**src/sv/ecd_pkg.sv**
```systemverilog
// Shared constants and types of the epoch seconds to civil date converter.
`default_nettype none

package ecd_pkg;

  // Day bias: shift the epoch to 0000-03-01 and add 40 eras so every day count is non-negative
  localparam longint unsigned DayBias = 64'd719468 + 64'd40 * 64'd146097;
  localparam logic [40:0] SecBias = 41'(DayBias * 64'd86400);

  localparam logic [16:0] SecsPerDay = 17'd86400;
  localparam logic [9:0]  DivSecHi   = 10'd675;
  localparam logic [17:0] DaysPerEra = 18'd146097;
  localparam logic [17:0] LastDoe    = 18'd146096;
  localparam logic [11:0] SecsPerHr  = 12'd3600;
  localparam logic [5:0]  SecsPerMin = 6'd60;
  localparam logic [8:0]  DaysPerYr  = 9'd365;
  localparam logic [8:0]  DaysPer5Mo = 9'd153;
  localparam logic [16:0] YearBase   = 17'(40 * 400 + 1900);

  // Reciprocals for division by constants
  localparam logic [24:0] Recip675   = 25'((64'd1 << 34) / 64'd675);
  localparam logic [24:0] RecipEra   = 25'((64'd1 << 42) / 64'd146097 + 64'd1);
  localparam logic [17:0] RecipHour  = 18'((64'd1 << 29) / 64'd3600 + 64'd1);
  localparam logic [18:0] Recip1460  = 19'((64'd1 << 29) / 64'd1460 + 64'd1);
  localparam logic [18:0] Recip36524 = 19'((64'd1 << 34) / 64'd36524 + 64'd1);
  localparam logic [12:0] RecipMin   = 13'((64'd1 << 18) / 64'd60 + 64'd1);
  localparam logic [18:0] Recip365   = 19'((64'd1 << 27) / 64'd365 + 64'd1);
  localparam logic [9:0]  Recip100   = 10'((64'd1 << 16) / 64'd100 + 64'd1);
  localparam logic [11:0] Recip153   = 12'((64'd1 << 19) / 64'd153 + 64'd1);
  localparam logic [11:0] Recip5     = 12'((64'd1 << 14) / 64'd5 + 64'd1);

  typedef struct packed {
    logic [23:0] day;
    logic [16:0] secs;
  } split_t;

endpackage

`default_nettype wire

```
**src/sv/ecd_if.sv**
```systemverilog
// Handshake channels of the converter: timestamp in, civil date and time out.
`default_nettype none

interface ecd_in_if;
  logic               valid;
  logic               ready;
  logic signed [39:0] epoch_seconds;

  modport source (output valid, output epoch_seconds, input ready);
  modport sink   (input valid, input epoch_seconds, output ready);
endinterface

interface ecd_out_if;
  logic               valid;
  logic               ready;
  logic signed [15:0] year_since_1900;
  logic        [3:0]  month_index;
  logic        [4:0]  day_of_month;
  logic        [4:0]  hour_of_day;
  logic        [5:0]  minute_of_hour;
  logic        [5:0]  second_of_minute;

  modport source (output valid, output year_since_1900, output month_index,
                  output day_of_month, output hour_of_day, output minute_of_hour,
                  output second_of_minute, input ready);
  modport sink   (input valid, input year_since_1900, input month_index,
                  input day_of_month, input hour_of_day, input minute_of_hour,
                  input second_of_minute, output ready);
endinterface

`default_nettype wire

```
**src/sv/ecd_split.sv**
```systemverilog
// Four-stage pipeline: add zone offset, floor-split seconds into biased day and second of day.
`default_nettype none

module ecd_split (
  input  wire logic                clk_i,
  input  wire logic                rst_ni,
  input  wire logic signed [16:0]  off_i,
  ecd_in_if.sink                   in_i,
  output logic                     split_vld_o,
  input  wire logic                split_rdy_i,
  output ecd_pkg::split_t          split_o
);

  localparam int NumStages = 4;

  logic [NumStages-1:0] vld_q;
  logic [NumStages-1:0] rdy;

  logic [40:0] s_d, s_q;
  logic [48:0] prod_d, prod_q;
  logic [33:0] q1_q;
  logic [6:0]  r7a_q, r7b_q;
  logic [23:0] qe_d, qe_q;
  logic [33:0] rfull;
  logic [11:0] rem_d, rem_q;
  logic        ge1, ge2, ge3;
  logic [1:0]  corr;
  logic [11:0] sub;
  logic [11:0] rday;
  ecd_pkg::split_t word_d, word_q;

  always_comb begin
    rdy[NumStages-1] = !vld_q[NumStages-1] || split_rdy_i;
    for (int k = NumStages - 2; k >= 0; k--) begin
      rdy[k] = !vld_q[k] || rdy[k+1];
    end
  end

  assign in_i.ready  = rdy[0];
  assign split_vld_o = vld_q[NumStages-1];
  assign split_o     = word_q;

  always_comb begin
    s_d = {in_i.epoch_seconds[39], in_i.epoch_seconds} + {{24{off_i[16]}}, off_i}
        + ecd_pkg::SecBias;
    prod_d = 49'(s_q[40:17]) * 49'(ecd_pkg::Recip675);
    qe_d   = prod_q[47:24];
    rfull  = q1_q - 34'(qe_d) * 34'(ecd_pkg::DivSecHi);
    rem_d  = rfull[11:0];
    ge1 = rem_q >= 12'(ecd_pkg::DivSecHi);
    ge2 = rem_q >= 12'(ecd_pkg::DivSecHi) * 12'd2;
    ge3 = rem_q >= 12'(ecd_pkg::DivSecHi) * 12'd3;
    corr = {1'b0, ge1} + {1'b0, ge2} + {1'b0, ge3};
    sub  = 12'(corr) * 12'(ecd_pkg::DivSecHi);
    rday = rem_q - sub;
    word_d.day  = qe_q + 24'(corr);
    word_d.secs = {rday[9:0], r7b_q};
  end

  always_ff @(posedge clk_i or negedge rst_ni) begin
    if (!rst_ni) begin
      vld_q <= '0;
    end else begin
      if (rdy[0]) begin
        vld_q[0] <= in_i.valid;
      end
      for (int k = 1; k < NumStages; k++) begin
        if (rdy[k]) begin
          vld_q[k] <= vld_q[k-1];
        end
      end
    end
  end

  always_ff @(posedge clk_i) begin
    if (rdy[0]) begin
      s_q <= s_d;
    end
    if (rdy[1]) begin
      prod_q <= prod_d;
      q1_q   <= s_q[40:7];
      r7a_q  <= s_q[6:0];
    end
    if (rdy[2]) begin
      qe_q  <= qe_d;
      rem_q <= rem_d;
      r7b_q <= r7a_q;
    end
    if (rdy[3]) begin
      word_q <= word_d;
    end
  end

endmodule

`default_nettype wire

```
**src/sv/ecd_civil.sv**
```systemverilog
// Seven-stage pipeline: biased day count to year, month and day; second of day to h:m:s.
`default_nettype none

module ecd_civil (
  input  wire logic           clk_i,
  input  wire logic           rst_ni,
  input  wire logic           split_vld_i,
  output logic                split_rdy_o,
  input  wire ecd_pkg::split_t split_i,
  ecd_out_if.source           out_o
);

  localparam int NumStages = 7;

  logic [NumStages-1:0] vld_q;
  logic [NumStages-1:0] rdy;

  // stage 0
  logic [48:0] era_prod;
  logic [34:0] hr_prod;
  logic [6:0]  era0_q;
  logic [23:0] day0_q;
  logic [4:0]  hr0_q;
  logic [16:0] secs0_q;
  // stage 1
  logic [23:0] doe_full;
  logic [16:0] rem_full;
  logic [6:0]  era1_q;
  logic [17:0] doe1_q;
  logic [4:0]  hr1_q;
  logic [11:0] rem1_q;
  // stage 2
  logic [36:0] p1460, p36524;
  logic [24:0] min_prod;
  logic [6:0]  era2_q;
  logic [17:0] doe2_q;
  logic [6:0]  d1460_q;
  logic [2:0]  d36524_q;
  logic        last_q;
  logic [4:0]  hr2_q;
  logic [11:0] rem2_q;
  logic [5:0]  min2_q;
  // stage 3
  logic [17:0] n_d;
  logic [36:0] yoe_prod;
  logic [11:0] sec_full;
  logic [6:0]  era3_q;
  logic [17:0] doe3_q;
  logic [8:0]  yoe3_q;
  logic [4:0]  hr3_q;
  logic [5:0]  min3_q, sec3_q;
  // stage 4
  logic [18:0] y100_prod;
  logic [17:0] ystart;
  logic [17:0] doy_full;
  logic [6:0]  era4_q;
  logic [8:0]  yoe4_q, doy4_q;
  logic [4:0]  hr4_q;
  logic [5:0]  min4_q, sec4_q;
  // stage 5
  logic [10:0] t5_in;
  logic [22:0] mp_prod;
  logic [6:0]  era5_q;
  logic [8:0]  yoe5_q, doy5_q;
  logic [3:0]  mp5_q;
  logic [4:0]  hr5_q;
  logic [5:0]  min5_q, sec5_q;
  // stage 6
  logic [10:0] t153;
  logic [22:0] q5_prod;
  logic [8:0]  mday_full;
  logic [16:0] year_d;
  logic [3:0]  mon_d;
  logic signed [15:0] year_q;
  logic [3:0]  mon_q;
  logic [4:0]  mday_q, hr6_q;
  logic [5:0]  min6_q, sec6_q;

  always_comb begin
    rdy[NumStages-1] = !vld_q[NumStages-1] || out_o.ready;
    for (int k = NumStages - 2; k >= 0; k--) begin
      rdy[k] = !vld_q[k] || rdy[k+1];
    end
  end

  assign split_rdy_o = rdy[0];

  always_comb begin
    era_prod  = 49'(split_i.day) * 49'(ecd_pkg::RecipEra);
    hr_prod   = 35'(split_i.secs) * 35'(ecd_pkg::RecipHour);
    doe_full  = day0_q - 24'(era0_q) * 24'(ecd_pkg::DaysPerEra);
    rem_full  = secs0_q - 17'(hr0_q) * 17'(ecd_pkg::SecsPerHr);
    p1460     = 37'(doe1_q) * 37'(ecd_pkg::Recip1460);
    p36524    = 37'(doe1_q) * 37'(ecd_pkg::Recip36524);
    min_prod  = 25'(rem1_q) * 25'(ecd_pkg::RecipMin);
    n_d       = doe2_q - 18'(d1460_q) + 18'(d36524_q) - 18'(last_q);
    yoe_prod  = 37'(n_d) * 37'(ecd_pkg::Recip365);
    sec_full  = rem2_q - 12'(min2_q) * 12'(ecd_pkg::SecsPerMin);
    y100_prod = 19'(yoe3_q) * 19'(ecd_pkg::Recip100);
    ystart    = 18'(yoe3_q) * 18'(ecd_pkg::DaysPerYr) + 18'(yoe3_q[8:2])
              - 18'(y100_prod[18:16]);
    doy_full  = doe3_q - ystart;
    t5_in     = 11'(doy4_q) * 11'd5 + 11'd2;
    mp_prod   = 23'(t5_in) * 23'(ecd_pkg::Recip153);
    t153      = 11'(mp5_q) * 11'(ecd_pkg::DaysPer5Mo) + 11'd2;
    q5_prod   = 23'(t153) * 23'(ecd_pkg::Recip5);
    mday_full = doy5_q - q5_prod[22:14] + 9'd1;
    mon_d     = (mp5_q < 4'd10) ? mp5_q + 4'd2 : mp5_q - 4'd10;
    year_d    = 17'(yoe5_q) + 17'(era5_q) * 17'd400 + 17'(mp5_q >= 4'd10)
              - ecd_pkg::YearBase;
  end

  always_ff @(posedge clk_i or negedge rst_ni) begin
    if (!rst_ni) begin
      vld_q <= '0;
    end else begin
      if (rdy[0]) begin
        vld_q[0] <= split_vld_i;
      end
      for (int k = 1; k < NumStages; k++) begin
        if (rdy[k]) begin
          vld_q[k] <= vld_q[k-1];
        end
      end
    end
  end

  always_ff @(posedge clk_i) begin
    if (rdy[0]) begin
      era0_q  <= era_prod[48:42];
      day0_q  <= split_i.day;
      hr0_q   <= hr_prod[33:29];
      secs0_q <= split_i.secs;
    end
    if (rdy[1]) begin
      era1_q <= era0_q;
      doe1_q <= doe_full[17:0];
      hr1_q  <= hr0_q;
      rem1_q <= rem_full[11:0];
    end
    if (rdy[2]) begin
      era2_q   <= era1_q;
      doe2_q   <= doe1_q;
      d1460_q  <= p1460[35:29];
      d36524_q <= p36524[36:34];
      last_q   <= doe1_q == ecd_pkg::LastDoe;
      hr2_q    <= hr1_q;
      rem2_q   <= rem1_q;
      min2_q   <= min_prod[23:18];
    end
    if (rdy[3]) begin
      era3_q <= era2_q;
      doe3_q <= doe2_q;
      yoe3_q <= yoe_prod[35:27];
      hr3_q  <= hr2_q;
      min3_q <= min2_q;
      sec3_q <= sec_full[5:0];
    end
    if (rdy[4]) begin
      era4_q <= era3_q;
      yoe4_q <= yoe3_q;
      doy4_q <= doy_full[8:0];
      hr4_q  <= hr3_q;
      min4_q <= min3_q;
      sec4_q <= sec3_q;
    end
    if (rdy[5]) begin
      era5_q <= era4_q;
      yoe5_q <= yoe4_q;
      doy5_q <= doy4_q;
      mp5_q  <= mp_prod[22:19];
      hr5_q  <= hr4_q;
      min5_q <= min4_q;
      sec5_q <= sec4_q;
    end
    if (rdy[6]) begin
      year_q <= signed'(year_d[15:0]);
      mon_q  <= mon_d;
      mday_q <= mday_full[4:0];
      hr6_q  <= hr5_q;
      min6_q <= min5_q;
      sec6_q <= sec5_q;
    end
  end

  assign out_o.valid            = vld_q[NumStages-1];
  assign out_o.year_since_1900  = year_q;
  assign out_o.month_index      = mon_q;
  assign out_o.day_of_month     = mday_q;
  assign out_o.hour_of_day      = hr6_q;
  assign out_o.minute_of_hour   = min6_q;
  assign out_o.second_of_minute = sec6_q;

endmodule

`default_nettype wire

```
**src/sv/epoch_seconds_to_civil_date.sv**
```systemverilog
// Top level: zone offset register, split pipeline and civil date pipeline.
//
// in_i carries one signed 40-bit Unix timestamp per word; out_o returns one
// word per input with year minus 1900, month 0..11, day of month, hour,
// minute and second in the proleptic Gregorian calendar, floor-split so
// times before 1970 land on the correct earlier day.
// cfg_we_i/cfg_wdata_i load the signed 17-bit zone offset, added to every
// timestamp; write it only while no word is in flight.
// From input handshake to out_o, 4 stages form the day count and second of day, and
// 7 stages form the date and time of day.
// Each stage holds at most one constant-reciprocal multiply on any path.
// Throughput is one word per cycle while out_o does not stall.
// Reset clears every stage valid bit and sets the offset to 0.
// When out_o stalls, the final stage holds its word; earlier stages keep
// filling bubbles, so in_i.ready drops only once all 11 stages hold words.
`default_nettype none

module epoch_seconds_to_civil_date (
  input  wire logic               clk_i,
  input  wire logic               rst_ni,
  input  wire logic               cfg_we_i,
  input  wire logic signed [16:0] cfg_wdata_i,
  ecd_in_if.sink                  in_i,
  ecd_out_if.source               out_o
);

  logic signed [16:0] off_q;
  logic               split_vld;
  logic               split_rdy;
  ecd_pkg::split_t    split_word;

  always_ff @(posedge clk_i or negedge rst_ni) begin
    if (!rst_ni) begin
      off_q <= '0;
    end else if (cfg_we_i) begin
      off_q <= cfg_wdata_i;
    end
  end

  ecd_split u_split (
    .clk_i       (clk_i),
    .rst_ni      (rst_ni),
    .off_i       (off_q),
    .in_i        (in_i),
    .split_vld_o (split_vld),
    .split_rdy_i (split_rdy),
    .split_o     (split_word)
  );

  ecd_civil u_civil (
    .clk_i       (clk_i),
    .rst_ni      (rst_ni),
    .split_vld_i (split_vld),
    .split_rdy_o (split_rdy),
    .split_i     (split_word),
    .out_o       (out_o)
  );

  a_split_secs: assert property (@(posedge clk_i) disable iff (!rst_ni)
    split_vld |-> split_word.secs < ecd_pkg::SecsPerDay)
    else $error("second of day out of range");

  a_split_hold: assert property (@(posedge clk_i) disable iff (!rst_ni)
    split_vld && !split_rdy |=> split_vld && $stable(split_word))
    else $error("internal word dropped or changed under stall");

  a_out_range: assert property (@(posedge clk_i) disable iff (!rst_ni)
    out_o.valid |-> out_o.month_index <= 4'd11 && out_o.day_of_month != 5'd0 &&
                    out_o.hour_of_day <= 5'd23 && out_o.minute_of_hour <= 6'd59 &&
                    out_o.second_of_minute <= 6'd59)
    else $error("result field out of range");

endmodule

`default_nettype wire

```
**src/flat_wrapper.sv**
```systemverilog
// flat-port wrapper written by rule: the top's interface ports become plain ports
module epoch_seconds_to_civil_date_flat 
  (clk_i, rst_ni, cfg_we_i, cfg_wdata_i, in_i_valid, in_i_epoch_seconds, in_i_ready, out_o_valid, out_o_year_since_1900, out_o_month_index, out_o_day_of_month, out_o_hour_of_day, out_o_minute_of_hour, out_o_second_of_minute, out_o_ready);
  ecd_in_if in_i_i ();
  ecd_out_if out_o_i ();
  input  wire logic clk_i;
  input  wire logic rst_ni;
  input  wire logic cfg_we_i;
  input  wire logic signed [16:0] cfg_wdata_i;
  input wire logic [$bits(in_i_i.valid)-1:0] in_i_valid;
  input wire logic [$bits(in_i_i.epoch_seconds)-1:0] in_i_epoch_seconds;
  output wire logic [$bits(in_i_i.ready)-1:0] in_i_ready;
  output wire logic [$bits(out_o_i.valid)-1:0] out_o_valid;
  output wire logic [$bits(out_o_i.year_since_1900)-1:0] out_o_year_since_1900;
  output wire logic [$bits(out_o_i.month_index)-1:0] out_o_month_index;
  output wire logic [$bits(out_o_i.day_of_month)-1:0] out_o_day_of_month;
  output wire logic [$bits(out_o_i.hour_of_day)-1:0] out_o_hour_of_day;
  output wire logic [$bits(out_o_i.minute_of_hour)-1:0] out_o_minute_of_hour;
  output wire logic [$bits(out_o_i.second_of_minute)-1:0] out_o_second_of_minute;
  input wire logic [$bits(out_o_i.ready)-1:0] out_o_ready;
  assign in_i_i.valid = in_i_valid;
  assign in_i_i.epoch_seconds = in_i_epoch_seconds;
  assign in_i_ready = in_i_i.ready;
  assign out_o_valid = out_o_i.valid;
  assign out_o_year_since_1900 = out_o_i.year_since_1900;
  assign out_o_month_index = out_o_i.month_index;
  assign out_o_day_of_month = out_o_i.day_of_month;
  assign out_o_hour_of_day = out_o_i.hour_of_day;
  assign out_o_minute_of_hour = out_o_i.minute_of_hour;
  assign out_o_second_of_minute = out_o_i.second_of_minute;
  assign out_o_i.ready = out_o_ready;
  epoch_seconds_to_civil_date u_core (.clk_i(clk_i), .rst_ni(rst_ni), .cfg_we_i(cfg_we_i), .cfg_wdata_i(cfg_wdata_i), .in_i(in_i_i), .out_o(out_o_i));
endmodule
```
**config.mk**
```make
export PLATFORM = sky130hd
export DESIGN_NAME = epoch_seconds_to_civil_date_flat
export DESIGN_NICKNAME = d
export VERILOG_FILES = /design/src/sv/ecd_pkg.sv /design/src/sv/ecd_if.sv /design/src/sv/ecd_split.sv /design/src/sv/ecd_civil.sv /design/src/sv/epoch_seconds_to_civil_date.sv /design/src/flat_wrapper.sv
export SDC_FILE = /design/constraint.sdc
export NUM_CORES = 2
export LEC_CHECK = 0
export ABC_AREA = 0
export BUFFER_PORTS_ARGS = -buffer_cell sky130_fd_sc_hd__buf_2
export CELL_PAD_IN_SITES_DETAIL_PLACEMENT = 1
export CELL_PAD_IN_SITES_GLOBAL_PLACEMENT = 2
export CORE_ASPECT_RATIO = 2
export CORE_MARGIN = 8
export CORE_UTILIZATION = 40
export DETAILED_ROUTE_END_ITERATION = 10
export GPL_ROUTABILITY_DRIVEN = 0
export PLACE_DENSITY_LB_ADDON = 0.25
export SLEW_MARGIN = 25
export SYNTH_ARGS = -nofsm -noshare
export SYNTH_HDL_FRONTEND = slang
export SYNTH_HIERARCHICAL = 1
export SYNTH_SLANG_ARGS = --single-unit
export TNS_END_PERCENT = 20
```
**constraint.sdc**
```tcl
create_clock -name clk_i -period 20.6 [get_ports clk_i]
set_input_delay 4.12 -clock clk_i [delete_from_list [all_inputs] [get_ports clk_i]]
set_output_delay 4.12 -clock clk_i [all_outputs]
set_load 0.01 [all_outputs]
```
# Yosys cells after proc, flatten, opt, wreduce, memory -nomap -nowiden
# Index checks and enable logic that the tools add are counted.
# word_totals
output_inout_bits	44
ff_bits	524
word_cells	135
input_bits	62
# op_classes
mux	1
n_eq_ne	1
n_reduce_logical	22
add_sub_neg	25
mul	19
order_cmp	5
# ops
cell	count
$mul A18 B16 Y33 const B	2
$mul A24 B24 Y48 const B	1
$mul A24 B24 Y47 const B	1
$add A40 B17 Y41	1
$add A41 B40 Y41 const B	1
$mul A18 B19 Y37 const B	1
$mul A17 B18 Y34 const B	1
$add A24 B2 Y24	1
$ge A12 B11 Y1 const B	2
$mul A24 B10 Y12 const B	1
$sub A12 B12 Y12	2
$mul A11 B12 Y23 const B	1
$mul A12 B12 Y23 const B	1
$add A11 B2 Y11 const B	2
$mul A11 B12 Y19 const B	1
$add A18 B3 Y18	1
$eq A18 B18 Y1 const B	1
$mul A7 B18 Y18 const B	1
$sub A18 B1 Y18	1
$sub A18 B18 Y18	1
$sub A18 B7 Y18	1
$add A16 B1 Y16	1
$add A9 B16 Y16	1
$sub A16 B15 Y16 const B	1
other kinds (25)	45

# Depth between registers and ports, before layout
# logic_depth
word_depth	12
ltp_mapped	36
ltp_nobuf	36

# Modules after synthesis
# Netlist, hierarchy kept.
# by_module_without_submodules
mod	area_per_inst_um2	n_inst	seq_area_each_um2	cells_each
ecd_civil	49990.4	1	9334.0	4349
ecd_split	18571.6	1	5144.9	1646
epoch_seconds_to_civil_date	685.7	1	425.4	36

# Least setup slack after synthesis
# Ideal clock, no wire load.
# synth_path
kind	input port to output port
from	input out_o_ready
to	output in_i_ready
n_path_buf	0
t_required_ns	16.480
setup_slack_ns	7.257
t_arrival_ns	9.223
path_stages	6
path_cell_list	nor2b_1 nand3_1 nor2_1 nand4_1 nor2b_1 nand4_1
# synth_between
elab_chain_cells	11
# synth_rtl
item	line_no	text
start, declared	flat_wrapper.sv:20	input wire logic [$bits(out_o_i.ready)-1:0] out_o_ready;
$logic_or A1 B1 Y1	ecd_civil.sv:80	rdy[NumStages-1] = !vld_q[NumStages-1] || out_o.ready;
$logic_or A1 B1 Y1 (2 in series)	ecd_civil.sv:82	rdy[k] = !vld_q[k] || rdy[k+1];
via u_core.u_civil.rdy[4]	ecd_civil.sv:16	logic [NumStages-1:0] rdy;
$logic_or A1 B1 Y1 (4 in series)	ecd_civil.sv:82	
via u_core.split_rdy	epoch_seconds_to_civil_date.sv:29	logic split_rdy;
$logic_or A1 B1 Y1	ecd_split.sv:33	rdy[NumStages-1] = !vld_q[NumStages-1] || split_rdy_i;
$logic_or A1 B1 Y1 (3 in series)	ecd_split.sv:35	rdy[k] = !vld_q[k] || rdy[k+1];
end, declared	flat_wrapper.sv:12	output wire logic [$bits(in_i_i.ready)-1:0] in_i_ready;
# The timed path passes the listed nets, and every way through them passes these cells.

# Worst setup path in the final report
# Ends and elaborated chain as after synthesis.

==> flow_summary.toml <==
[synth]
synthAdderAreaFrac_pct = 56.4
synth_area_per_cell_um2 = 11.5
async_flop_share_pct = 5.59
netlist_area_mm2 = 0.0692
yosys.area_share.simple_pct = 4.08
synth_compound_area_share_pct = 5.69
synth_top_area_share_pct = 29.7
syn-num-nets = 8659
ys_types = 82
yosysTopAreaCell = "ha_1"
ys.warnings.count = 6
ys_ff_latch = 501
ys_top_cells_by_area = "ha_1 (30%), fa_1 (27%), edfxtp_1 (21%)"
dominantRegCellSynth = "edfxtp_1"
seq_area_frac_synth_pct = 21.5
synth.area.mux_share_pct = 0.376
synthXorXnorAreaFrac_pct = 3.77
synth_edf_count = 473
synth_top_family_by_area = "adder cells"
postSynthCellCount = 6031

[worst_setup_path]
crit_arrival_ns = 7.15
critPathMaxFanout = 44
slowest_stage = "nor2b_1"
cp_top_family = "simple AND/OR/NAND/NOR gates"
critical_path.endpoint_type = "output port"
slowest_delay_ns = 0.50
path_cells = "buf_2, nor2b_1, nand3_2, buf_4, nor2_1, nand4_1, buf_4, nor2b_1, nand4_1, buf_2"
r2r_slack_ns = 10.77
worstSetupStartpointType = "input pin"
critPathBufInv = 4
crit_type = "input pin to output port"
worstPathRequired_ns = 16.48

[timing]
hold_violations = 0
worst_slew_pin_slew_ns = 1.01
setup_ws_ns = 9.33
fin_setup_tns_ns = 0
drv_slew = 0
setup_viol = 0
finalCritPeriodShare_pct = 54.7
fmax_mhz = 88.7
rsz0062_at_grt = "no"
fin_skew_ns = 0.0536
relSlewSlack_pct = 32.0
finalCriticalPeriod_ns = 11.27

[clocking]
cts_buffers = 53
cts_resized = 0
postCtsHoldBufs = 0
clock_latency_ns = 0.68
post_cts_buffers = 0
cts_tree = "done"
path_clk_slew_ns = 0.08
clockRootBuffer = "clkbuf_16"
clk_path_buf_depth = 3
htreeDepth = 2
cts_sinks = 501

[worst_hold_path]
hp-class = "register to register"

[placement]
dpl.hpwl_um = 140000
placed_cell_area_mm2 = 0.0729
pre_cts_ws_ns = 9.52
dp.cells = 8451
portBuffers = 105

[floorplanning]
boundaryPins = 106
die_w_um = 310
dieArea_mm2 = 0.187
row_count = 216
core_area_mm2 = 0.172
initial_utilization_pct = 40.2
die_y_um = 604

[finish]
drive_gt1_share_pct = 4.63
design_area_mm2 = 0.0747
layoutNonFillerInstCount = 8550
nets = 8845
area_growth_pct = 7.84

[grt]
globalRoute.busiestLayer = "met2"
grt_use_met1_pct = 22.4
met2_usage_pct = 33.6
grt_pass1_wl_um = 269000
overflow = 0
use_met3_pct = 1.28
grt_pass1_vias = 49900
grt_use_total_pct = 18.0
antenna_found_initial = 1
grt_max_degree = 50

[routing]
first_pass_iters = 5
drc = 0
ant_nets = 0
initialDrtViolationCount = 1309
routed-via-count = 42600
wirelength_um = 162000
wire_per_inst_um = 19.0
vias_per_cell = 4.98

[flow_run]
max-cap-violations = 0

[run_status]
status = "finished clean"
-- sequential cells by signal (all words and copies together), names as in the netlist, 11 cells and up --
signal                                count
u_core/u_civil/doe1_q                    18
u_core/u_split/s_q                       41
u_core/u_split/q1_q                      11
u_core/u_split/qe_q                      24
u_core/u_split/prod_q                    25
u_core/off_q                             17
u_core/u_split/rem_q                     12
u_core/u_split/split_o                   41
u_core/u_civil/rem1_q                    12
u_core/u_civil/doe2_q                    18
u_core/u_civil/out_o.year_since_1900     16
u_core/u_civil/secs0_q                   12
u_core/u_civil/day0_q                    18
-- cells in the final DEF, fill, tap and decap left out, types with 10 or more instances in the layout --
cell       synthesis  routed
o21a_1            33      33
nand3_1           65      62
ha_1            1642    1642
nand2b_1          32      32
inv_1           1495    1492
nand4_1           31      31
a31oi_1           21      21
clkbuf_16          0      53
o21ai_0           96      96
nor3_1            56      56
nor4_1            10      10
a21boi_0          10      10
buf_2              0     104
o211ai_1          21      21
fa_1             924     924
nand2_1          102      99
nor2b_1           30      30
or3_1             11      11
o21bai_1          32      32
or2_2             20      20
a211o_1           10      10
nor2_1           118     118
a21oi_1          175     175
and2_1            14      14
xnor2_1          220     217
edfxtp_1         473     473
mux2_4            10      10
a211oi_1          27      27
a21o_1            82      82
and3_1            21      21
buf_4              0      34
dfrtp_1           28      28
xor2_1            78      78
-- cell families (layout without fill, tap and decap cells) --
group	after synthesis	count (layout)
XOR/XNOR	298	298
flip-flops	501	501
AO/OA/AOI/OAI	594	594
AND/OR/NAND/NOR	550	550
multiplexers	20	20
adder cells (fa/ha/maj)	2566	2566
other	0	2
buffers and inverters	1502	1730
-- stage by stage --
stage,hold WS [ns],util (%)
2_1_floorplan,0.400,-
3_3_place_gp,0.401,42.3
3_5_place_dp,0.405,42.3
4_1_cts,0.392,43.3
5_1_grt,0.403,43.3
6_report,0.398,43.3
-- area by class of cell --
class,count,area [µm²]
antenna,2,5.00
clock buffer,61,1360
clock inverter,36,425
fill,18800,97700
inverter,1495,5610
multi-input combinational,4028,48700
sequential,501,14900
tap,2289,2860
timing repair buffer,138,776
-- final timing paths --
kind	endpoint	startpoint	depth (start not counted)
max	in_i_ready	out_o_ready	10
min	u_core/u_civil/rem1_q[3]	u_core/u_civil/secs0_q[3]	0
max reg2reg	u_core/u_civil/yoe3_q[6]	u_core/u_civil/doe2_q[0]	30
min reg2reg	u_core/u_civil/rem1_q[3]	u_core/u_civil/secs0_q[3]	0
max in group asynchronous	u_core/u_civil/vld_q[4]	rst_ni	1
min in group asynchronous	u_core/u_split/vld_q[1]	rst_ni	1
-- synthesized netlist by cell type, types with 5 or more instances --
library cell	number
ha_1	1642
inv_1	1495
fa_1	924
edfxtp_1	473
xnor2_1	220
a21oi_1	175
nor2_1	118
nand2_1	102
o21ai_0	96
a21o_1	82
xor2_1	78
nand3_1	65
nor3_1	56
o21a_1	33
nand2b_1	32
o21bai_1	32
nand4_1	31
nor2b_1	30
dfrtp_1	28
a211oi_1	27
a31oi_1	21
and3_1	21
o211ai_1	21
or2_2	20
and2_1	14
or3_1	11
a211o_1	10
a21boi_0	10
mux2_4	10
nor4_1	10
a2111oi_0	9
and4_1	9
mux2_2	8
nand3b_1	8
o31ai_1	8
a221oi_1	6
clkbuf_1	5
o2111ai_1	5
o21ai_1	5
-- layer usage --
metal	share of wire, %	vias to the layer above	routed length, µm
met2	53	361	85700
li1	-	20300	-
met3	1.8	190	2910
met1	43	21700	70000
met5	0	-	0
met4	2.3	0	3780
Power is left out: the tool's default activity adds up to more than one toggle a clock period on the data nets, which glitch-free logic cannot reach.
